### src/rtl/dcfx_pkg.sv
// Package for the checked decimal fixed-point ALU.
// Holds command and status codes, the decimal scale and the shared pipeline types.
// No dependencies.
package dcfx_pkg;

  localparam logic [63:0] DecimalScale = 64'd100000000;
  localparam logic [63:0] PosMax       = 64'h7FFF_FFFF_FFFF_FFFF;
  localparam logic [63:0] NegMaxMag    = 64'h8000_0000_0000_0000;
  localparam int          DivSteps     = 64;

  localparam logic [2:0] CmdAdd = 3'd0;
  localparam logic [2:0] CmdSub = 3'd1;
  localparam logic [2:0] CmdMul = 3'd2;
  localparam logic [2:0] CmdDiv = 3'd3;
  localparam logic [2:0] CmdI2F = 3'd4;
  localparam logic [2:0] CmdF2I = 3'd5;

  localparam logic [1:0] StOk  = 2'd0;
  localparam logic [1:0] StOvf = 2'd1;
  localparam logic [1:0] StDbz = 2'd2;

  typedef struct packed {
    logic        neg;
    logic        done;
    logic [1:0]  status;
    logic [63:0] value;
  } meta_t;

endpackage

### src/rtl/dcfx_div_step.sv
// One restoring-division step: one quotient bit per stage.
// Shifts the numerator into the remainder and trial-subtracts the divisor.
// Depends on dcfx_pkg.
module dcfx_div_step (
  input  logic                clk_i,
  input  logic                rst_ni,
  input  logic                en_i,
  input  logic                valid_i,
  input  logic [63:0]         rem_i,
  input  logic [63:0]         nq_i,
  input  logic [63:0]         den_i,
  input  dcfx_pkg::meta_t     meta_i,
  output logic                valid_o,
  output logic [63:0]         rem_o,
  output logic [63:0]         nq_o,
  output logic [63:0]         den_o,
  output dcfx_pkg::meta_t     meta_o
);
  import dcfx_pkg::*;

  logic        v_q;
  logic [63:0] rem_q, nq_q, den_q;
  meta_t       m_q;
  logic [63:0] t;
  logic        ge;

  always_comb begin
    t  = {rem_i[62:0], nq_i[63]};
    ge = (t >= den_i);
  end

  always_ff @(posedge clk_i or negedge rst_ni) begin
    if (!rst_ni) v_q <= 1'b0;
    else if (en_i) v_q <= valid_i;
  end

  always_ff @(posedge clk_i) begin
    if (en_i) begin
      rem_q <= ge ? (t - den_i) : t;
      nq_q  <= {nq_i[62:0], ge};
      den_q <= den_i;
      m_q   <= meta_i;
    end
  end

  assign valid_o = v_q;
  assign rem_o   = rem_q;
  assign nq_o    = nq_q;
  assign den_o   = den_q;
  assign meta_o  = m_q;

endmodule

### config.mk
export PLATFORM = sky130hd
export DESIGN_NAME = dcfx_div_step
export DESIGN_NICKNAME = d
export VERILOG_FILES = /design/src/rtl/dcfx_pkg.sv /design/src/rtl/dcfx_div_step.sv
export SDC_FILE = /design/constraint.sdc
export NUM_CORES = 1
export LEC_CHECK = 0
export ABC_AREA = 0
export BUFFER_PORTS_ARGS = -buffer_cell sky130_fd_sc_hd__clkbuf_2
export CAP_MARGIN = 20
export CORE_AREA = 2 2 204 206
export CTS_CLUSTER_DIAMETER = 30
export DETAILED_ROUTE_END_ITERATION = 16
export DIE_AREA = 0 0 206 208
export GPL_TIMING_DRIVEN = 0
export PLACE_DENSITY_LB_ADDON = 0.25
export SLEW_MARGIN = 20
export SYNTH_ARGS = -nofsm -noshare
export SYNTH_HDL_FRONTEND = slang
export SYNTH_SLANG_ARGS = --single-unit
### constraint.sdc
create_clock -name clk_i -period 1 [get_ports clk_i]
set_input_delay 0.25 -clock clk_i [delete_from_list [all_inputs] [get_ports clk_i]]
set_output_delay 0.25 -clock clk_i [all_outputs]
set_load 0.02 [all_outputs]
**Word level (Yosys, flattened, before mapping)**

Cells that the tools add are included.

- Output and inout port bits: 261
- Register bits: 261
- Input port bits: 264

- Magnitude comparators: 1
- $add $sub $neg: 1
- Multiplexer cells: 1

Operator list:

| cell | number |
|---|---|
| greater-or-equal comparator 64 bit | 1 |
| 2-to-1 mux 64 bit | 1 |
| subtractor 64 bit | 1 |

**Depth between registers and ports, before layout**

Gate-level depths: netlist (run 1).

- Word-level depth: 2
- Gate-level depth with buffers: 15
- Gate-level depth less buffers: 12

**Least setup slack after synthesis (run 1)**

No wires, ideal clock.

- Path type: input port to flip-flop
- Start point: input nq_i[63]
- End point: register rem_q[21], in the netlist rem_o[21] (data pin)
- Arrival: 2,674 ps
- Setup slack: -1,934 ps
- Data required time: 740 ps
- Stages: 13
- Cells stage by stage: inv_1 > ha_1 > fa_1 > nand2b_1 > a21oi_1 > nand4_1 > a31oi_1 > o21ai_0 > a21oi_1 > or2_1 > buf_6 > buf_6 > mux2_4

- Longest elaborated chain between the ends: 2
- Elaborated cells on any way between the ends: 3

Ends and longest elaborated chain:

| what | RTL line | RTL |
|---|---|---|
| start: declaration | dcfx_div_step.sv:10 | `input logic [63:0] nq_i,` |
| subtractor 64 bit / greater-or-equal comparator 64 bit (equally long branches) | dcfx_div_step.sv:39, dcfx_div_step.sv:29 |  |
| 2-to-1 mux 64 bit (*) | dcfx_div_step.sv:39 | `rem_q <= ge ? (t - den_i) : t;` |
| end signal: assignment | dcfx_div_step.sv:39 |  |
| end: declaration | dcfx_div_step.sv:22 | `logic [63:0] rem_q, nq_q, den_q;` |

Every way passes the cells marked *; elsewhere a longest branch is shown, timed or not.
A chain may end at the register's enable or synchronous reset.

**Worst setup path after layout (run 1)**

- Start point: input nq_i[63]
- End point: register rem_q[8], in the netlist rem_o[8] (data pin)

Same word-level chain as after synthesis.

==> out/summary.txt, run 1 <==
Via-to-Cell Ratio - 4.92
Core Region - 40600 um^2
CTS sink count - 261
Setup-failing EPs final - 326
largest net degree at the start of global routing - 46
Req. time, crit path - 1300 ps
crit end category - flop
# port buffers - 523
EDFF count, synth - 260
crit start category - input port
CTS tree - yes
die footprint - 42800 um^2
synthesized flop and latch total - 261
H-Tree Depth - 3
GR Overflow Total - 0
unrepaired setup endpoints after global routing - yes
Post-DP Area - 16600 um^2
die width - 206 um
placed cells - 2146
WL final - 53700 um
GR Util All Layers - 0.230
Post-synth ARST share - 0.00383
Post-DRT Antenna Nets - 0
later-pin clock latency in the skew report - 560 ps
unique cell type count in the Yosys netlist - 62
Avg Cell Area, Syn - 12.0 um^2
DRT Pass-1 Iters - 5
design area - 24900 um^2
Tot Pwr - 47900 uW
number of buffers created by CTS - 68
DRC Markers - 0
crit path max fanout - 5
Max-cap violations - 0
TNS Setup - -182460 ps
leading cell type in the layout, fill and taps excluded - edfxtp_1
Routability Congestion - 0.851
final net count - 2292
synth warn - 0
hold slack final - 13.4 ps
Initial DRC Count - 798
failing checks - negative setup slack
status - complete, but fails checks
WL/cell - 21.0 um
Post-DP HPWL - 34600 um
Die Ht - 208 um
Setup Skew - 0 ps
fin worst setup slack - -1470 ps
mapped cell area - 13100 um^2
most frequent cells in the layout - edfxtp_1 (260), clkbuf_2 (251), dlygate4sd3_1 (210)
Initial Util - 0.322
antenna violations before repair - 4
CTS root buffer - clkbuf_16
number of global-route vias before repair - 13000
Ports - 525
non-filler cells, final - 2553
synthesis-to-layout area growth - 90.9%
main flop type after synthesis - edfxtp_1
Syn Nets - 1418
Worst Hold Class - in2reg
maximum VDD drop - 1160 uV
Leak - 0.0104 uW
CTS max path bufs - 3
fin crit share - 2.47
layout cells sized above 1 - 0.500
clk slew on worst S/H paths - 40 ps
# rows - 74
vias post-DR - 12600
worst rel slew slack - 0.661
first-pass GRT wire length - 74600 um
Power Dens Cells - 1920 nW/um^2
Max Clock Freq - 405 MHz
register area share after synthesis - 0.600
max-slew violation count - 0
WS Path Type - in2reg
clock period minus worst slack - 2470 ps
post-synthesis cell count - 1089
Worst-Margin Slew - 504 ps
final hold violation count - 0
Worst EP arrival - 2770 ps
## metal layers
layer / part of all wire / wire length (um) / vias up / global-route usage
li1: - / - / 5809 / -
met1: 0.36 / 19200 / 6089 / 0.245
met2: 0.53 / 28500 / 532 / 0.417
met3: 0.070 / 3780 / 125 / 0.0606
met4: 0.041 / 2210 / 0 / 0.108
met5: 0 / 0 / - / 0
## synthesized netlist by cell type (5+ instances only)
master / n / share of area
o21ai_0: 53 / 0.020
a21oi_1: 124 / 0.048
buf_2: 15 / 0.0058
buf_6: 13 / 0.011
o21a_1: 8 / 0.0046
nand3_1: 19 / 0.0073
a31oi_1: 8 / 0.0038
a211oi_1: 8 / 0.0046
a21o_1: 32 / 0.018
o21bai_1: 9 / 0.0052
mux2_4: 16 / 0.018
xnor2_1: 33 / 0.022
nor3_1: 12 / 0.0046
nand2b_1: 6 / 0.0029
xor2_1: 25 / 0.017
ha_1: 64 / 0.061
nand4_1: 30 / 0.014
inv_1: 84 / 0.024
o211ai_1: 5 / 0.0029
edfxtp_1: 260 / 0.60
nand2_1: 65 / 0.019
clkbuf_1: 20 / 0.0058
o31ai_1: 11 / 0.0063
nor2_1: 99 / 0.028
## critical path, cell delays in order
cell	delay, ps
clkbuf_16	110
inv_8	30
ha_4	150
fa_2	360
nand2b_4	160
a21oi_4	130
nand4_1	190
a31oi_4	300
o21ai_4	100
a21oi_2	140
or2_1	150
buf_6	150
buf_12	120
buf_12	130
mux2_4	300
## final timing paths
check / start / end / slack [ps] / cells after the start
min in group asynchronous: rst_ni / valid_o / 550 / 3
min reg2reg: valid_o / valid_o / 660 / 2
max in group asynchronous: rst_ni / valid_o / 350 / 3
max: nq_i[63] / rem_o[8] / -1470 / 15
max reg2reg: valid_o / valid_o / 90 / 2
min: rem_i[22] / rem_o[23] / 10 / 3
## flip-flops by register name (all words and copies together) (netlist names)
signal / cells
meta_o: 68
valid_o: 1
nq_o: 64
rem_o: 64
den_o: 64
## cell type report
| cell class | count | area [um^2] |
|---|---|---|
| Fill cell | 3094 | 15600 |
| Sequential cell | 261 | 7830 |
| Timing Repair Buffer | 830 | 7200 |
| Multi-Input combinational cell | 695 | 6140 |
| Clock buffer | 82 | 1790 |
| Tap cell | 532 | 666 |
| Clock inverter | 43 | 592 |
| Inverter | 84 | 348 |
| Buffer | 23 | 340 |
| Antenna cell | 3 | 7.51 |
## per-stage QoR
step	setup slack (ps)	util
after floorplan	-1650	-
after global placement	-4770	0.409
after detailed placement	-2720	0.410
after CTS	-1470	0.572
after global routing	-1550	0.614
final	-1470	0.614
## cell families after synthesis
group | count (synthesis) | synth area share
adder cells (fa/ha/maj) | 65 | 0.0629
buffers and inverters | 133 | 0.0474
XOR/XNOR | 58 | 0.0389
AO/OA/AOI/OAI | 296 | 0.139
flip-flops | 261 | 0.600
multiplexers | 19 | 0.0208
AND/OR/NAND/NOR | 257 | 0.0906
## power by group
| group | switching, uW | leakage, uW | internal (uW) | total, uW |
|---|---|---|---|---|
| Combinational | 5870 | 0.00675 | 5560 | 11400 |
| Sequential | 458 | 0.00256 | 13400 | 13800 |
| Clock | 7060 | 0.00113 | 15600 | 22700 |
## repair_timing
action,in CTS,in global routing
hold buffers,209,1
buffers inserted,59,28
setup endpoints to repair,501,326
endpoints found under the hold margin,208,1
gates resized for setup,335,700
gates cloned,10,2
pin swaps,45,60
Note: power is estimated with default switching activity, not from simulation.
==> inputs of run 2 (changes only) <==
--- a/config.mk
+++ b/config.mk
@@ -12,7 +12,6 @@
 export CTS_CLUSTER_DIAMETER = 30
 export DETAILED_ROUTE_END_ITERATION = 16
 export DIE_AREA = 0 0 206 208
-export GPL_TIMING_DRIVEN = 0
 export PLACE_DENSITY_LB_ADDON = 0.25
 export SLEW_MARGIN = 20
 export SYNTH_ARGS = -nofsm -noshare
==> run 2 against run 1 <==
The run ends with negative hold slack, negative setup slack left. First-iteration DRC count decreased by 24%. Utilization increased by 5.6 points. Design area increased by 9.1%. Setup slack better by 130 ps. Fmax increased by 5.4%. Cell count rose by 11%. Combinational power rose by 14%. Clock skew stayed put. Register-to-register slack hardly changed. Global-route usage grew 0.79 points. Sequential power barely moved. Via count up 8.1%.
==> out/summary.txt, run 2 (synthesized netlist as in run 1, its figures left out) <==
failing checks - negative hold slack, negative setup slack
placed cells - 2435 (+13%)
P_int - 33500 uW (-3.1%)
die width - 206 um (unchanged)
unrepaired setup endpoints after global routing - yes
CTS tree - yes
max-slew violation count - 0 (unchanged)
number of buffers created by CTS - 59 (-13%)
Max Clock Freq - 427 MHz (+5.4%)
Core Region - 40600 um^2 (unchanged)
die footprint - 42800 um^2 (unchanged)
R2R cell count - 2 (unchanged)
H-Tree Depth - 2 (-1)
most frequent cells in the layout - buf_4 (350), edfxtp_1 (260), clkbuf_2 (242)
power share of the clock group - 0.428 (-0.045)
NetSw - 13600 uW (+1.4%)
GR Overflow Total - 0 (unchanged)
first-pass GRT wire length - 77900 um (+4.4%)
Initial DRC Count - 603 (-24%)
clock period minus worst slack - 2340 ps (-127 ps)
switching fraction of total power - 0.288 (+0.00916)
Post-DRT Antenna Nets - 0 (unchanged)
Initial Util - 0.322 (unchanged)
Leak - 0.0118 uW (+13%)
CTS sink count - 261 (unchanged)
later-pin clock latency in the skew report - 590 ps (+30 ps)
CP max stage delay - 310 ps (-50 ps)
# rows - 74 (unchanged)
Die Ht - 208 um (unchanged)
Critical Path End - rem_o[48]
largest net degree at the start of global routing - 27 (-41%)
number of global-route vias before repair - 14200 (+9.5%)
Setup Skew - 0 ps (unchanged)
Tot Pwr - 47100 uW (-1.8%)
antenna violations before repair - 6 (+2)
WS Path Type - in2reg
Power Dens Cells - 1730 nW/um^2 (-10%)
hold slack final - -1.72 ps (-15.1 ps)
worst rel slew slack - 0.700 (+0.0389)
DRC Markers - 0 (unchanged)
max FFs per register - 68 (unchanged)
Req. time, crit path - 1340 ps (+40 ps)
Ports - 525 (unchanged)
clk slew on worst S/H paths - 50 ps (about the same)
Buf/Inv on CP - 5 (unchanged)
Worst Setup SP - den_i[50]
Cell Chain, Critical Path - buf_12, inv_12, ha_4, a21oi_4, nand2_2, a211oi_4, o21ai_1, a21o_1, a211o_1, or2_4, buf_12, buf_16, buf_6, nor2_2, a21oi_2
most used cell, CP - buf_12
final net count - 2579 (+13%)
Comb pwr share - 0.277 (+0.039)
DRT Pass-1 Iters - 4 (-1)
crit path max fanout - 7 (+2)
CTS max path bufs - 3 (unchanged)
final hold violation count - 1 (+1)
Max-cap violations - 0 (unchanged)
Worst R2R Setup Slack - 80 ps (about the same)
fin worst setup slack - -1340 ps (+127 ps)
end of the worst register-to-register path - valid_o
leading cell type in the layout, fill and taps excluded - buf_4
Post-DP HPWL - 37300 um (+7.9%)
WL final - 57500 um (+7.1%)
Slowest-stage cell, CP - a211o_1
Worst-Margin Slew - 445 ps (-58.6 ps)
fin crit share - 2.34 (-0.127)
Worst R2R Start - valid_o
# port buffers - 523 (unchanged)
Seq pwr share - 0.295 (+0.007)
non-filler cells, final - 2838 (+11%)
Worst path depth - 15 (unchanged)
status - complete, but fails checks
Top delay family on crit path - compound AO/OA/AOI/OAI gates
vias post-DR - 13600 (+8.1%)
number of cells on the worst hold path - 3 (unchanged)
WL/cell - 20.3 um (-3.7%)
Setup-failing EPs final - 326 (unchanged)
crit end category - flop
Worst Hold Class - in2reg
Via-to-Cell Ratio - 4.78 (-2.8%)
synthesis-to-layout area growth - 108%
GR Util All Layers - 0.238 (+0.00790)
crit start category - input port
Routability Congestion - 0.877 (+3.0%)
layout cells sized above 1 - 0.575 (+0.0749)
maximum VDD drop - 1620 uV (+40%)
Worst EP arrival - 2690 ps (-80 ps)
CTS root buffer - clkbuf_16
==> run 2: changes by cell type in the layout (fill, tap and decap cells not counted), moves of 8 or more <==
| cell | before | now |
|---|---|---|
| ha_1 | 10 | 24 |
| buf_4 | 70 | 350 |
| clkbuf_16 | 72 | 63 |
| nor2_1 | 80 | 56 |
| dlygate4sd3_1 | 210 | 218 |
| buf_6 | 189 | 227 |
| clkbuf_8 | 37 | 26 |
| nor2_4 | 5 | 26 |
| clkinv_4 | 3 | 12 |
| ha_2 | 18 | 3 |
| buf_2 | 63 | 51 |
| clkbuf_2 | 251 | 242 |
| clkbuf_1 | 13 | 4 |
==> run 2: how the worst min path moves through the flow <==
stage	slack, ps	endpoint	from
floorplan	-50	valid_o	rst_ni
global placement	20	valid_o	rst_ni
detailed placement	30	valid_o	rst_ni
CTS	3	rem_o[24]	rem_i[23]
global route	0.04	rem_o[17]	rem_i[16]
finish	-2	rem_o[17]	rem_i[16]
==> run 2: power by group through the flow <==
stage	Sequential [uW]	Clock [uW]	Combinational [uW]
final	13900	20100	13000
after global routing	13900	20900	13800
after CTS	13700	20200	11300
after detailed placement	13800	0	8940
after global placement	13800	0	8890
after floorplan	15200	0	3200
==> run 2: timing repair <==
action                     CTS  global route
resized for setup          280           818
pin swaps                   57            86
setup buffers               39            25
hold endpoints to repair   217             0
hold buffers               218             0
setup endpoints to repair  326           326
gates cloned                11             2
==> run 2: cell type report <==
class                      count  area, um^2
antenna                        5        12.5
clock buffer                  64        1520
clock inverter                48         579
fill                        2806       13400
inverter                      84         343
multi-input combinational    695        6330
sequential                   261        7830
tap                          532         666
timing repair buffer        1149        9910
==> run 2: tightest hold or removal path, stage by stage <==
cell,delay [ps]
buf_6,80
nor2_1,40
a21oi_1,110
==> run 2: stage by stage <==
step / hold WS [ps] / utilization / setup WS (ps) / instance area (um^2) / TNS (ps)
5_1_grt: 0.0389 / 0.671 / -1440 / 27200 / -198440
6_report: -1.72 / 0.671 / -1340 / 27200 / -182920
3_5_place_dp: 26.0 / 0.466 / -2370 / 18900 / -155840
4_1_cts: 3.08 / 0.617 / -1330 / 25000 / -186930
3_3_place_gp: 24.9 / 0.466 / -2370 / 18900 / -153000
2_1_floorplan: -45.6 / - / -1650 / 13300 / -103590
==> run 2: layer usage <==
| layer | global-route usage | up-vias | wire length (um) |
|---|---|---|---|
| met2 | 0.438 | 493 | 30600 |
| met4 | 0.109 | 2 | 2770 |
| li1 | - | 6397 | - |
| met3 | 0.0493 | 138 | 3360 |
| met5 | 0 | - | 11 |
| met1 | 0.257 | 6542 | 20800 |
