--- src/rtl/dcfx_pkg.sv ---
// Package for the checked decimal fixed-point ALU.
// Holds command and status codes, the decimal scale and the shared pipeline types.
// No dependencies.
package dcfx_pkg;

  localparam logic [63:0] DecimalScale = 64'd100000000;
  localparam logic [63:0] PosMax       = 64'h7FFF_FFFF_FFFF_FFFF;
  localparam logic [63:0] NegMaxMag    = 64'h8000_0000_0000_0000;
  localparam int          DivSteps     = 64;

  localparam logic [2:0] CmdAdd = 3'd0;
  localparam logic [2:0] CmdSub = 3'd1;
  localparam logic [2:0] CmdMul = 3'd2;
  localparam logic [2:0] CmdDiv = 3'd3;
  localparam logic [2:0] CmdI2F = 3'd4;
  localparam logic [2:0] CmdF2I = 3'd5;

  localparam logic [1:0] StOk  = 2'd0;
  localparam logic [1:0] StOvf = 2'd1;
  localparam logic [1:0] StDbz = 2'd2;

  typedef struct packed {
    logic        neg;
    logic        done;
    logic [1:0]  status;
    logic [63:0] value;
  } meta_t;

endpackage

--- src/rtl/dcfx_round.sv ---
// Output stage: round half away from zero, range check, sign restore.
// Holds the result word until the sink takes it.
// Depends on dcfx_pkg.
module dcfx_round (
  input  logic                clk_i,
  input  logic                rst_ni,
  input  logic                en_i,
  input  logic                valid_i,
  input  logic [63:0]         rem_i,
  input  logic [63:0]         quo_i,
  input  logic [63:0]         den_i,
  input  dcfx_pkg::meta_t     meta_i,
  output logic                valid_o,
  output logic [63:0]         result_value_o,
  output logic [1:0]          status_o
);
  import dcfx_pkg::*;

  logic        v_q;
  logic [63:0] val_q, val_d, q1;
  logic [1:0]  st_q, st_d;
  logic        up, ovf;

  always_comb begin
    up  = (rem_i != 64'd0) && (rem_i >= (den_i - rem_i));
    q1  = quo_i + 64'(up);
    ovf = meta_i.neg ? (q1 > NegMaxMag) : (q1 > PosMax);
    if (meta_i.done) begin
      val_d = meta_i.value;
      st_d  = meta_i.status;
    end else if (ovf) begin
      val_d = 64'd0;
      st_d  = StOvf;
    end else begin
      val_d = meta_i.neg ? (64'd0 - q1) : q1;
      st_d  = StOk;
    end
  end

  always_ff @(posedge clk_i or negedge rst_ni) begin
    if (!rst_ni) v_q <= 1'b0;
    else if (en_i) v_q <= valid_i;
  end

  always_ff @(posedge clk_i) begin
    if (en_i) begin
      val_q <= val_d;
      st_q  <= st_d;
    end
  end

  assign valid_o        = v_q;
  assign result_value_o = val_q;
  assign status_o       = st_q;

endmodule

--- config.mk ---
export PLATFORM = sky130hd
export DESIGN_NAME = dcfx_round
export DESIGN_NICKNAME = d
export VERILOG_FILES = /design/src/rtl/dcfx_pkg.sv /design/src/rtl/dcfx_round.sv
export SDC_FILE = /design/constraint.sdc
export NUM_CORES = 1
export LEC_CHECK = 0
export BUFFER_PORTS_ARGS = -buffer_cell sky130_fd_sc_hd__buf_2
export CAP_MARGIN = 20
export CORE_MARGIN = 2
export CORE_UTILIZATION = 50
export CTS_BUF_LIST = sky130_fd_sc_hd__clkbuf_16
export CTS_CLUSTER_SIZE = 8
export DETAILED_ROUTE_END_ITERATION = 10
export PLACE_DENSITY = 0.85
export SLEW_MARGIN = 5
export SYNTH_ARGS = -nofsm -noshare
export SYNTH_HDL_FRONTEND = slang
export SYNTH_SLANG_ARGS = --single-unit
--- constraint.sdc ---
create_clock -name clk_i -period 1.2 [get_ports clk_i]
set_clock_uncertainty 0.2 [all_clocks]
set_input_delay 0.36 -clock clk_i [delete_from_list [all_inputs] [get_ports clk_i]]
set_output_delay 0.36 -clock clk_i [all_outputs]
set_load 0.1 [all_outputs]
==> metrics.md, run 1 <==
| Metric | Value |
|---|---|
| Global-route wire length before repair | 159 mm |
| Detailed-placement wirelength estimate | roughly 47 mm |
| Fraction of synthesis flops using an asynchronous set or reset pin | 1.49% |
| Number of placement rows | 55 |
| Main flop type after synthesis | sky130_fd_sc_hd__edfxtp_1 |
| Effective utilization at floorplan | 50.9% |
| Placed Instances | 2565 |
| Fail Step | 5_1_grt |
| CTS Root Buffer Type | sky130_fd_sc_hd__clkbuf_16 |
| Die width | 156 um |
| Number of warnings printed during yosys synthesis | 0 |
| Number of enable-type register cells in the synthesized netlist | 66 |
| # IOs | about 330 |
| Number of distinct standard cells referenced by the synthesized netlist | 79 |
| GRT Resource Usage Total | a little over four fifths |
| Maximum number of pins on one net before global-route repair | 61 |
| Gate Count Post-Synth | approximately 1500 |
| Number of buffers added on ports | 330 |
| Result of the run | aborted with a tool error |
| Portion of the post-synthesis area used by sequential elements | 17.5% |
| Last weighted congestion value of the routability-driven placer | 1.06 |
| Die extent in y | 156 um |
| Avg Synthesized Cell Area | 7.81 um2 |
| Number of H-tree branching levels | 3 |
| Netlist area before placement | about 11000 um2 |
| Clock tree sinks | 67 |
| Total CTS buffers | 9 |
| Net count of the mapped netlist | 1866 |
| Placement-stage cell area | around 19000 um2 |
| Via count of the first global-routing pass | 23335 |
| Global route total overflow | 712 |
| Error that ended the run | [ERROR GRT-0116] Global routing finished with congestion. Check the congestion regions in the DRC Viewer. |
| Buffers from clock root to sink, at most | 2 |
| FF+latch count, synth | 67 |
==> cells by family after synthesis <==
group           share of synthesized area (%)
compound gates                           24.0
fa+ha+maj                                14.4
buf+inv                                  5.00
mux                                     0.904
flops                                    17.5
xor+xnor                                 14.0
simple gates                             24.2
==> metrics by stage <==
step	hold slack, ns	setup slack (ns)	setup TNS [ns]	util, %
3_3_place_gp	-0.0640	-7.22	-465.41	82.4
2_1_floorplan	-0.136	-6.57	-437.54	-
4_1_cts	0.0442	-7.29	-489.39	89.9
3_5_place_dp	-0.0613	-7.90	-504.72	82.4
==> layer usage <==
layer	overflow	GRT usage, %
met5	4	43.3
met4	223	91.8
met3	10	71.0
met2	467	103
met1	8	79.2
==> timing repair <==
| item | in CTS |
|---|---|
| setup buffers | 55 |
| cloned | 5 |
| hold endpoints to repair | 1 |
| setup endpoints to repair | 132 |
| hold buffers | 1 |
| resized for setup | 166 |
| pin swaps | 67 |
==> synth_stat cells, types with 5 or more instances <==
cell type	instances	area share (%)
sky130_fd_sc_hd__nand2_1	157	5.1
sky130_fd_sc_hd__xor2_1	77	5.9
sky130_fd_sc_hd__a21oi_1	96	4.2
sky130_fd_sc_hd__o211ai_1	10	0.65
sky130_fd_sc_hd__a21o_1	48	3.1
sky130_fd_sc_hd__nand2b_1	22	1.2
sky130_fd_sc_hd__xnor2_1	107	8.2
sky130_fd_sc_hd__inv_1	92	3.0
sky130_fd_sc_hd__ha_1	131	14
sky130_fd_sc_hd__buf_2	11	0.48
sky130_fd_sc_hd__or3_1	18	0.98
sky130_fd_sc_hd__and3_1	26	1.4
sky130_fd_sc_hd__o31ai_1	52	3.4
sky130_fd_sc_hd__nand4_1	51	2.8
sky130_fd_sc_hd__nor2_1	52	1.7
sky130_fd_sc_hd__a31oi_1	9	0.49
sky130_fd_sc_hd__edfxtp_1	66	17
sky130_fd_sc_hd__o21a_1	13	0.85
sky130_fd_sc_hd__o2111ai_1	6	0.46
sky130_fd_sc_hd__clkbuf_1	37	1.2
sky130_fd_sc_hd__mux2i_1	7	0.61
sky130_fd_sc_hd__nand3_1	42	1.8
sky130_fd_sc_hd__nor4_1	39	2.1
sky130_fd_sc_hd__a211oi_1	6	0.39
sky130_fd_sc_hd__a22o_1	21	1.6
sky130_fd_sc_hd__o21ai_0	83	3.6
sky130_fd_sc_hd__or2_2	7	0.38
sky130_fd_sc_hd__and2_1	20	1.1
sky130_fd_sc_hd__o21bai_1	15	0.98
sky130_fd_sc_hd__a21boi_0	10	0.65
sky130_fd_sc_hd__and4_1	6	0.46
sky130_fd_sc_hd__a311oi_1	5	0.38
sky130_fd_sc_hd__or4_1	7	0.46
sky130_fd_sc_hd__nor3_1	27	1.2
sky130_fd_sc_hd__nor2b_1	21	1.1
==> run 2: changes to the inputs <==
Settings changed: CORE_UTILIZATION 50 to 35, CTS_BUF_LIST sky130_fd_sc_hd__clkbuf_16 to default, CTS_CLUSTER_SIZE 8 to default, PLACE_DENSITY 0.85 to default, PLACE_DENSITY_LB_ADDON from default to 0.15.
==> run 2 against run 1 <==
  * The flow now finishes, with violations (negative setup slack)
  * Area after synthesis is the same
  * Synthesized cell count is the same
==> metrics.md, run 2 <==
| Metric | Value |
|---|---|
| Result of the run | complete, but fails checks |
| Failing checks | negative setup slack |
| Actual slew at the worst max-slew pin | 0.659 ns |
| Number of setup violations in the final report | 132 |
| Origin of the worst min-delay path | valid_i |
| Beginning of the critical path | rem_i[0] |
| Startpoint of the worst register-to-register path | valid_o$_DFFE_PN0P_ |
| Area share of the largest cell type after synthesis | 17.3% (unchanged) |
| Antenna violations before repair | 5 |
| Largest register FFs | 64 |
| Number of maximum-capacitance constraint violations | 0 |
| Via count of the first global-routing pass | 14268 |
| Switch share | 40.9% |
| FF+latch count, synth | 67 (unchanged) |
| Most common library cell in the layout ignoring fill and taps | sky130_fd_sc_hd__buf_4 |
| Max-Slew Margin vs Limit | 55.7% |
| Type of the worst min-delay path | input pin to register |
| Area inside the core boundary | 32500 um2 |
| Slowest stage cell, crit path | sky130_fd_sc_hd__or4_4 |
| Router iterations before antenna repair | 5 |
| Effective utilization at floorplan | 35.4% (-15 points) |
| Number of warnings printed during yosys synthesis | 0 (unchanged) |
| Gate Count Post-Synth | 1470 (unchanged) |
| Total CTS buffers | 9 (unchanged) |
| Largest family of logic cells by synthesized area | simple AND/OR/NAND/NOR gates |
| Clock power frac | a little under a fifth |
| Post-synthesis to final-layout area growth | 79.4% |
| Family with the most delay on the worst path | compound AO/OA/AOI/OAI gates |
| Category of the critical setup timing path | input pin to register |
| Post-route worst hold slack | roughly 0.040 ns |
| Number of cells traversed by the worst hold path | 2 |
| Buffers from clock root to sink, at most | 2 (unchanged) |
| Maximum ir drop on the vdd rail | between 700 and 800 uV |
| Hold-critical path endpoint | valid_o$_DFFE_PN0P_ |
| Setup crit start kind | input pin |
| Number of buffers added on ports | 330 (unchanged) |
| Wire length per cell | 16.7 um |
| Netlist area before placement | 11500 um2 (unchanged) |
| Number of buffer and inverter instances along the worst setup path | 6 |
| XOR/XNOR share of the synthesized area | 14.0% (unchanged) |
| Last weighted congestion value of the routability-driven placer | 0.937 (-11%) |
| Comb power frac | 62.2% |
| Final Max Slew Viols | 0 |
| Global-route wire length before repair | 71.1 mm |
| Worst slack at placement | -8.06 ns (-0.157 ns) |
| Number of H-tree branching levels | 3 (unchanged) |
| Area share of fa/ha/maj cells after synthesis | 14.4% (unchanged) |
| Number of hold violations in the final report | 0 |
| Share of cells above drive strength 1 | 46.5% |
| Complex-gate fraction of the synthesized area | 24.0% (unchanged) |
| Switching power of the nets | 6640 uW |
| Static leakage power | 0.00971 uW |
| Number of distinct standard cells referenced by the synthesized netlist | 79 (unchanged) |
| CTS tree | done |
| Share of total power in sequential cells | about a fifth |
| Global route total overflow | 0 |
| Int Pwr | ~9600 uW |
| Register-to-register setup slack | around 0.14 ns |
| Multiplexer fraction of the synthesized cell area | 0.904% (unchanged) |
| Die width | 185 um (+19%) |
| Leading post-synthesis cells by cell area | sky130_fd_sc_hd__edfxtp_1 17%, sky130_fd_sc_hd__ha_1 14%, sky130_fd_sc_hd__xnor2_1 8.2% |
| Portion of the post-synthesis area used by sequential elements | 17.5% (unchanged) |
| Length in cells of the worst reg-to-reg path | 1 |
| Commonest cells after routing, fill and taps aside | 569 x sky130_fd_sc_hd__buf_4, 261 x sky130_fd_sc_hd__buf_2, 154 x sky130_fd_sc_hd__nand2_1 |
| Most Frequent Cell on Critical Path | sky130_fd_sc_hd__o21ai_2 |
| Maximum number of pins on one net before global-route repair | 37 |
| Final Critical Period | slightly above 8 ns |
| Number of cells on the critical path | 38 |
| # IOs | 331 (unchanged) |
| DRC Markers | 0 |
| 1st-iter DRT viols | 660 |
| Die extent in y | 185 um (+19%) |
| Number of enable-type register cells in the synthesized netlist | 66 (unchanged) |
| Final Net Count | 2749 |
| Critical Path Fanout Max | 6 |
| Via Count | 14559 |
| Share of the clock period used by the worst path after layout | 692% |
| Net count of the mapped netlist | 1866 (unchanged) |
| Total Routed Length | 46.7 mm |
| Crit-path max cell delay | 0.59 ns |
| Required arrival time at the worst endpoint | 1.15 ns |
| Post-route antenna net violation count | 0 |
| Number of placement rows | 66 (+20%) |
| Fraction of synthesis flops using an asynchronous set or reset pin | 1.49% (unchanged) |
| GRT Resource Usage Total | roughly 26% |
| Final setup slack of the worst path | -7.10 ns |
| Maximum clock rate | 0.120 GHz |
| Simple logic cell fraction of the synthesized area | 24.2% (unchanged) |
| Library cell with the largest summed area after synthesis | sky130_fd_sc_hd__edfxtp_1 |
| Main flop type after synthesis | sky130_fd_sc_hd__edfxtp_1 |
| Power per cell area | slightly below 800 nW/um2 |
| Unrepaired setup endpoints after global routing | yes |
| Die footprint | 34300 um2 |
| Reg2Reg Capture Point | valid_o$_DFFE_PN0P_ |
| Detailed-placement wirelength estimate | 39.0 mm (-18%) |
| Clock tree sinks | 67 (unchanged) |
| Critical path endpoint category | register |
| Synth top cells by count | 157 x sky130_fd_sc_hd__nand2_1, 131 x sky130_fd_sc_hd__ha_1, 107 x sky130_fd_sc_hd__xnor2_1, 96 x sky130_fd_sc_hd__a21oi_1, 92 x sky130_fd_sc_hd__inv_1 |
| Via-to-Cell Ratio | 5.19 |
| Clock latency at the later pin of the worst-skew pair | 0.35 ns |
| Most frequently used cell type in the post-synthesis netlist | sky130_fd_sc_hd__nand2_1 |
| CTS clock-pin slew for the worst setup and hold paths | 0.06 ns |
| Avg Synthesized Cell Area | 7.81 um2 (unchanged) |
| Arrival time worst endpoint | 8.25 ns |
| CTS Root Buffer Type | sky130_fd_sc_hd__clkbuf_16 |
run 2: worst max path at each step:
stage                                         endpoint  slack (ns)
after floorplan           result_value_o[63]$_DFFE_PP_       -6.57
after global placement    result_value_o[31]$_DFFE_PP_       -7.87
after detailed placement  result_value_o[54]$_DFFE_PP_       -8.06
after CTS                 result_value_o[63]$_DFFE_PP_       -7.05
after global routing      result_value_o[63]$_DFFE_PP_       -7.50
final                     result_value_o[59]$_DFFE_PP_       -7.10
run 2: power groups by stage:
stage	Sequential [uW]	Combinational (uW)	Clock [uW]
2_1_floorplan	4580	3620	0
3_3_place_gp	3090	9290	0
3_5_place_dp	3100	9380	0
4_1_cts	3050	9580	3080
5_1_grt	3070	10900	3190
6_report	3050	10100	3080
run 2: layout make-up:
cell class	instances	area, um2
diodes	3	7.51
clock buffers	9	225
clock inverters	7	116
fillers	2833	11800
inverters	92	360
multi-input cells	1258	9970
flip-flops and latches	67	2010
well taps	442	553
repair buffers	925	7360
run 2: cell families (layout without fill, tap and decap cells):
family                     Yosys count  count (layout)
buffers and inverters              145            1033
DFF                                 67              67
muxes                               10              10
adders and majority gates          132             132
and+or+nand+nor                    521             521
other                                0               3
AOI/OAI and AO/OA                  411             411
xor gates and xnor gates           184             184
run 2: through the flow:
stage          total power, uW  area [um2]  utilization (%)  instances  setup TNS (ns)
6_report                 16200       20600             63.5       2803         -473.10
5_1_grt                  17100       20600             63.5       2803         -502.24
4_1_cts                  15700       19600             60.5       2781         -473.93
3_5_place_dp             12500       18900             58.4       2744         -521.59
3_3_place_gp             12400       18900             58.4       2744         -511.38
2_1_floorplan             8200       11800                -       1470         -437.54
run 2: what timing repair did:
action,in CTS,in global routing
gates resized for setup,43,132
hold buffers,1,0
hold endpoints to repair,1,0
cloned,1,4
buffers inserted,19,15
pin swaps,17,26
endpoints found under the setup margin,132,132
run 2: per-layer routing:
| layer | GRT usage, % | up-vias | routed length (um) |
|---|---|---|---|
| li1 | - | 7243 | - |
| met1 | 32.7 | 6780 | 20000 |
| met2 | 46.7 | 461 | 22900 |
| met3 | 2.38 | 71 | 2560 |
| met4 | 7.68 | 4 | 1190 |
| met5 | 0 | - | 23 |
Power figures use the tool's default switching activity.
==> run 3: changes to the inputs <==
Settings changed: SKIP_CTS_REPAIR_TIMING from default to 1.
==> run 3 against run 2 <==
  * The flow still finishes with violations (negative setup slack)
  * Clock power about the same
  * Cell count decreased by 0.96%
  * Global-route usage decreased by 0.39 points
  * Register-to-register slack about the same
  * Cell area decreased by 2.9%
  * Wire length decreased by 2.9%
  * First-iteration DRC count increased by 0.91%
  * Worst hold slack improved by 0.0014 ns
  * Critical path type unchanged
  * Critical endpoint is now result_value_o[63]$_DFFE_PP_
==> metrics.md, run 3 (synthesis results as in run 2) <==
| Metric | Value |
|---|---|
| Result of the run | complete, but fails checks |
| Failing checks | negative setup slack |
| Post-route antenna net violation count | 0 (unchanged) |
| Category of the critical setup timing path | input pin to register |
| Unrepaired setup endpoints after global routing | yes |
| Total Routed Length | 45.3 mm (-2.9%) |
| Finished Layout Cells | 2776 (-0.96%) |
| Router iterations before antenna repair | 5 (unchanged) |
| Final Max Slew Viols | 0 (unchanged) |
| Area inside the core boundary | 32500 um2 (unchanged) |
| Via Count | 14380 (-1.2%) |
| Share of the clock period used by the worst path after layout | 700% (+7.8 points) |
| Reg2Reg Capture Point | valid_o$_DFFE_PN0P_ |
| Arrival time worst endpoint | 8.29 ns (+0.04 ns) |
| Final setup slack of the worst path | -7.19 ns (-0.0939 ns) |
| Worst slack at placement | -8.06 ns (unchanged) |
| Setup crit start kind | input pin |
| Commonest cells after routing, fill and taps aside | 554 x sky130_fd_sc_hd__buf_4, 260 x sky130_fd_sc_hd__buf_2, 153 x sky130_fd_sc_hd__nand2_1 |
| Maximum ir drop on the vdd rail | 706 uV (-2.7%) |
| Number of H-tree branching levels | 3 (unchanged) |
| Max-Slew Margin vs Limit | 54.9% (-0.81 points) |
| Number of setup violations in the final report | 132 (unchanged) |
| Number of cells traversed by the worst hold path | 2 (unchanged) |
| DRC Markers | 0 (unchanged) |
| Maximum clock rate | 0.119 GHz (-1.1%) |
| Number of hold violations in the final report | 0 (unchanged) |
| Maximum number of pins on one net before global-route repair | 37 (unchanged) |
| Antenna violations before repair | 5 (unchanged) |
| Type of the worst min-delay path | input pin to register |
| Post-route worst hold slack | 0.0414 ns (+0.00140 ns) |
| Static leakage power | 0.00951 uW (-2.1%) |
| Effective utilization at floorplan | 35.4% (unchanged) |
| Global-route wire length before repair | 70.1 mm (-1.5%) |
| Critical path endpoint category | register |
| Last weighted congestion value of the routability-driven placer | 0.937 (unchanged) |
| Length in cells of the worst reg-to-reg path | 1 (unchanged) |
| Via-to-Cell Ratio | 5.18 (-0.27%) |
| Startpoint of the worst register-to-register path | valid_o$_DFFE_PN0P_ |
| Number of buffers added on ports | 330 (unchanged) |
| Final total negative setup slack | -476.13 ns (-3.03 ns) |
| Largest register FFs | 64 (unchanged) |
| Die extent in y | 185 um (unchanged) |
| 1st-iter DRT viols | 666 (+0.91%) |
| Most Frequent Cell on Critical Path | sky130_fd_sc_hd__o21ai_2 |
| Number of placement rows | 66 (unchanged) |
| CTS clock-pin slew for the worst setup and hold paths | 0.06 ns (about the same) |
| CTS tree | done |
| Share of cells above drive strength 1 | 45.6% (-0.88 points) |
| Crit-path max cell delay | 0.56 ns (-0.03 ns) |
| # IOs | 331 (unchanged) |
| Hold-critical path endpoint | valid_o$_DFFE_PN0P_ |
| Most common library cell in the layout ignoring fill and taps | sky130_fd_sc_hd__buf_4 |
| Final-layout fill cell count | 2909 (+2.7%) |
| Actual slew at the worst max-slew pin | 0.671 ns (+0.0120 ns) |
| GRT Resource Usage Total | 25.5% (-0.39 points) |
| Critical Path Fanout Max | 5 (-1) |
| Register-to-register setup slack | 0.14 ns (about the same) |
| Clock tree sinks | 67 (unchanged) |
| Final Net Count | 2722 (-0.98%) |
| Buffers from clock root to sink, at most | 2 (unchanged) |
| Final Critical Period | 8.39 ns (+0.0939 ns) |
| Number of maximum-capacitance constraint violations | 0 (unchanged) |
| Die footprint | 34300 um2 (unchanged) |
| Detailed-placement wirelength estimate | 39.0 mm (unchanged) |
| Slowest stage cell, crit path | sky130_fd_sc_hd__or4_4 |
| Clock latency at the later pin of the worst-skew pair | 0.35 ns (about the same) |
| Power per cell area | 793 nW/um2 (+0.82%) |
| Total CTS buffers | 9 (unchanged) |
| Beginning of the critical path | rem_i[0] |
| CTS Root Buffer Type | sky130_fd_sc_hd__clkbuf_16 |
| Global route total overflow | 0 (unchanged) |
| Origin of the worst min-delay path | valid_i |
| Wire length per cell | 16.3 um (-2.0%) |
| Placed Instances | 2744 (unchanged) |
| Die width | 185 um (unchanged) |
| Required arrival time at the worst endpoint | 1.09 ns (-0.06 ns) |
| Post-synthesis to final-layout area growth | 74.3% |
| Via count of the first global-routing pass | 14014 (-1.8%) |
## run 3: cell count changes in the layout (fill, tap and decap cells not counted), moves of 3 or more
cell	previous run	this run
sky130_fd_sc_hd__nor3_1	23	20
sky130_fd_sc_hd__buf_6	13	7
sky130_fd_sc_hd__o31ai_4	30	5
sky130_fd_sc_hd__o31ai_2	8	31
sky130_fd_sc_hd__buf_4	569	554
sky130_fd_sc_hd__clkbuf_16	12	9
## run 3: metal layers
layer,up-vias,global-route usage (%),share of wire [%]
li1,7182,-,-
met1,6689,32.5,44
met2,450,45.8,49
met3,55,2.46,5.5
met4,4,6.95,2.0
met5,-,0,0.066
## run 3: power breakdown
group	internal, uW	switching [uW]
clock network	2020	1040
registers	2860	184
logic	4530	5240
## run 3: stage by stage
stage | util [%] | power, uW | instance area, um2
5_1_grt | 61.7 | 16800 | 20000
3_5_place_dp | 58.4 | 12500 | 18900
2_1_floorplan | - | 8200 | 11800
4_1_cts | 59.4 | 15600 | 19300
6_report | 61.7 | 15900 | 20000
3_3_place_gp | 58.4 | 12400 | 18900
## run 3: critical path, delay by kind of cell
family	cells	cell delay [ns]
xor gates and xnor gates	1	0.11
AOI/OAI and AO/OA	16	3.06
and+or+nand+nor	9	2.58
buffers and inverters	4	0.48
adders and majority gates	4	1.11
muxes	2	0.56
## run 3: cell type report
class                           count  area (um2)  share of cell area [%]
Multi-Input combinational cell   1258        9680                    48.3
Clock buffer                        9         225                    1.13
Clock inverter                      7         116                   0.581
Antenna cell                        3        7.51                  0.0375
Timing Repair Buffer              898        7070                    35.3
Tap cell                          442         553                    2.76
Sequential cell                    67        2010                    10.0
Inverter                           92         360                    1.80
## run 3: worst max-delay path by stage
stage	endpoint	cells after the start	slack, ns
after floorplan	result_value_o[63]$_DFFE_PP_	40	-6.57
after global placement	result_value_o[31]$_DFFE_PP_	35	-7.87
after detailed placement	result_value_o[54]$_DFFE_PP_	37	-8.06
after CTS	result_value_o[54]$_DFFE_PP_	37	-7.73
after global routing	result_value_o[63]$_DFFE_PP_	37	-7.53
final	result_value_o[63]$_DFFE_PP_	36	-7.19
==> run 4: changes to the inputs <==
Settings changed: GPL_TIMING_DRIVEN from default to 0.
==> run 4 against run 3 <==
  * The flow still finishes with violations (negative setup slack)
  * Critical path depth increased by 2
  * Sequential share of layout area increased by 2.4 points
  * Die area did not move
  * First-iteration DRC count shrank 12%
  * Largest cell class unchanged
==> metrics.md, run 4 (synthesis results as in run 2) <==
| Metric | Value |
|---|---|
| Effective utilization at floorplan | 35.4% (unchanged) |
| Total power | 13900 uW (-13%) |
| Number of buffer and inverter instances along the worst setup path | 5 (+1) |
| Maximum number of pins on one net before global-route repair | 68 (+84%) |
| Met3 Track Usage GR | 3.17% (+0.71 points) |
| Area inside the core boundary | 32500 um2 (unchanged) |
| Most common library cell in the layout ignoring fill and taps | sky130_fd_sc_hd__buf_2 |
| Largest register FFs | 64 (unchanged) |
| GR Layer Usage met2 | 40.8% (-5.0 points) |
| CTS Root Buffer Type | sky130_fd_sc_hd__clkbuf_16 |
| Clock tree sinks | 67 (unchanged) |
| Category of the critical setup timing path | input pin to register |
| Die extent in y | 185 um (unchanged) |
| Final setup slack of the worst path | -7.64 ns (-0.443 ns) |
| Final std cell area, no fill | 16100 um2 (-19%) |
| Antenna violations before repair | 12 (+7) |
| Share of cells above drive strength 1 | 30.4% (-15 points) |
| Final Critical Period | 8.84 ns (+0.443 ns) |
| M1 GR Usage | 28.7% (-3.8 points) |
| Clock latency at the later pin of the worst-skew pair | 0.35 ns (about the same) |
| Via-to-Cell Ratio | 5.42 (+4.7%) |
| Global-route wire length before repair | 61.6 mm (-12%) |
| Global route total overflow | 0 (unchanged) |
| Number of placement rows | 66 (unchanged) |
| Maximum ir drop on the vdd rail | 903 uV (+28%) |
| Maximum clock rate | 0.113 GHz (-5.0%) |
| # IOs | 331 (unchanged) |
| Unrepaired setup endpoints after global routing | yes |
| Slowest stage cell, crit path | sky130_fd_sc_hd__a2111oi_4 |
| Placement-stage cell area | 14000 um2 (-26%) |
| Number of hold violations in the final report | 0 (unchanged) |
| Share of the clock period used by the worst path after layout | 736% (+37 points) |
| Post-synthesis to final-layout area growth | 40.4% |
| Via count of the first global-routing pass | 11654 (-17%) |
| GRT Resource Usage Total | 22.8% (-2.7 points) |
| Setup crit start kind | input pin |
| Final Max Slew Viols | 0 (unchanged) |
| Number of buffers added on ports | 322 (-2.4%) |
| Number of H-tree branching levels | 3 (unchanged) |
| Buffers from clock root to sink, at most | 2 (unchanged) |
| Type of the worst min-delay path | input pin to register |
| CTS tree | done |
| Final-layout fill cell count | 3194 (+9.8%) |
| Total CTS buffers | 9 (unchanged) |
| Family with the most delay on the worst path | compound AO/OA/AOI/OAI gates |
| Max-Slew Margin vs Limit | 20.0% (-35 points) |
| Failing checks | negative setup slack |
| Final Net Count | 2248 (-17%) |
| Actual slew at the worst max-slew pin | 1.19 ns (+0.519 ns) |
| Router iterations before antenna repair | 4 (-1) |
| Arrival time worst endpoint | 8.81 ns (+0.52 ns) |
| Detailed-placement wirelength estimate | 34.5 mm (-12%) |
| Required arrival time at the worst endpoint | 1.17 ns (+0.08 ns) |
| CTS clock-pin slew for the worst setup and hold paths | 0.06 ns (about the same) |
| Final total negative setup slack | -507.65 ns (-31.52 ns) |
| Via Count | 12508 (-13%) |
| Critical Path Fanout Max | 6 (+1) |
| Crit-path max cell delay | 0.44 ns (-0.12 ns) |
| Critical path endpoint category | register |
| Die width | 185 um (unchanged) |
| Worst slack at placement | -9.64 ns (-1.58 ns) |
| Result of the run | complete, but fails checks |
| Commonest cells after routing, fill and taps aside | 257 x sky130_fd_sc_hd__buf_2, 154 x sky130_fd_sc_hd__nand2_1, 125 x sky130_fd_sc_hd__ha_1 |
| Die footprint | 34300 um2 (unchanged) |
| Power per cell area | 859 nW/um2 (+8.3%) |
| Post-route worst hold slack | 0.0499 ns (+0.00849 ns) |
| Number of maximum-capacitance constraint violations | 0 (unchanged) |
| Global-route layer with the greatest usage | met2 |
| Wire length per cell | 18.5 um (+13%) |
| Number of setup violations in the final report | 132 (unchanged) |
| 1st-iter DRT viols | 585 (-12%) |
| Static leakage power | 0.00697 uW (-27%) |
| Post-route antenna net violation count | 0 (unchanged) |
| Total Routed Length | 42.7 mm (-5.8%) |
| DRC Markers | 0 (unchanged) |
| Last weighted congestion value of the routability-driven placer | 0.899 (-4.1%) |
## run 4: cell types whose count changed in the layout (fill, tap and decap cells not counted), sizes merged
cell / change
clkinvlp: +1
inv: +2
diode: +5
clkbuf: +37
bufinv: -2
clkinv: -1
buf: -511
## run 4: worst paths after layout
check | from | endpoint | slack, ns | cells past startpoint
max | den_i[0] | result_value_o[46]$_DFFE_PP_ | -7.64 | 38
min in group asynchronous | rst_ni | valid_o$_DFFE_PN0P_ | 0.11 | 2
max in group asynchronous | rst_ni | valid_o$_DFFE_PN0P_ | 0.59 | 2
min | valid_i | valid_o$_DFFE_PN0P_ | 0.05 | 2
min reg2reg | valid_o$_DFFE_PN0P_ | valid_o$_DFFE_PN0P_ | 0.40 | 1
max reg2reg | valid_o$_DFFE_PN0P_ | valid_o$_DFFE_PN0P_ | 0.13 | 1
## run 4: layout make-up
| class | count | area (um2) | share of cell area, % |
|---|---|---|---|
| flip-flops and latches | 67 | 2010 | 12.5 |
| multi-input cells | 1258 | 9970 | 61.8 |
| inverters | 92 | 360 | 2.23 |
| repair buffers | 374 | 2570 | 15.9 |
| clock inverters | 7 | 76.3 | 0.473 |
| well taps | 442 | 553 | 3.43 |
| diodes | 8 | 20.0 | 0.124 |
| plain buffers | 50 | 342 | 2.12 |
| clock buffers | 9 | 225 | 1.40 |
## run 4: report_power, final
group / internal (uW) / leakage [uW] / total, uW / switching (uW)
registers: 2850 / 0.000651 / 2960 / 108
clock network: 1620 / 0.000142 / 2720 / 1100
logic: 3070 / 0.00618 / 8170 / 5100
total: 7550 / 0.00697 / 13900 / 6300
## run 4: layer usage
layer	wire [um]	vias up
met3	2030	50
met1	18500	5848
met4	830	10
li1	-	6251
met2	21300	349
met5	76	-
## run 4: per-stage QoR
stage	std cells	util (%)
2_1_floorplan	1470	-
3_3_place_gp	2234	43.0
3_5_place_dp	2234	43.0
4_1_cts	2250	43.9
5_1_grt	2305	49.7
6_report	2307	49.7
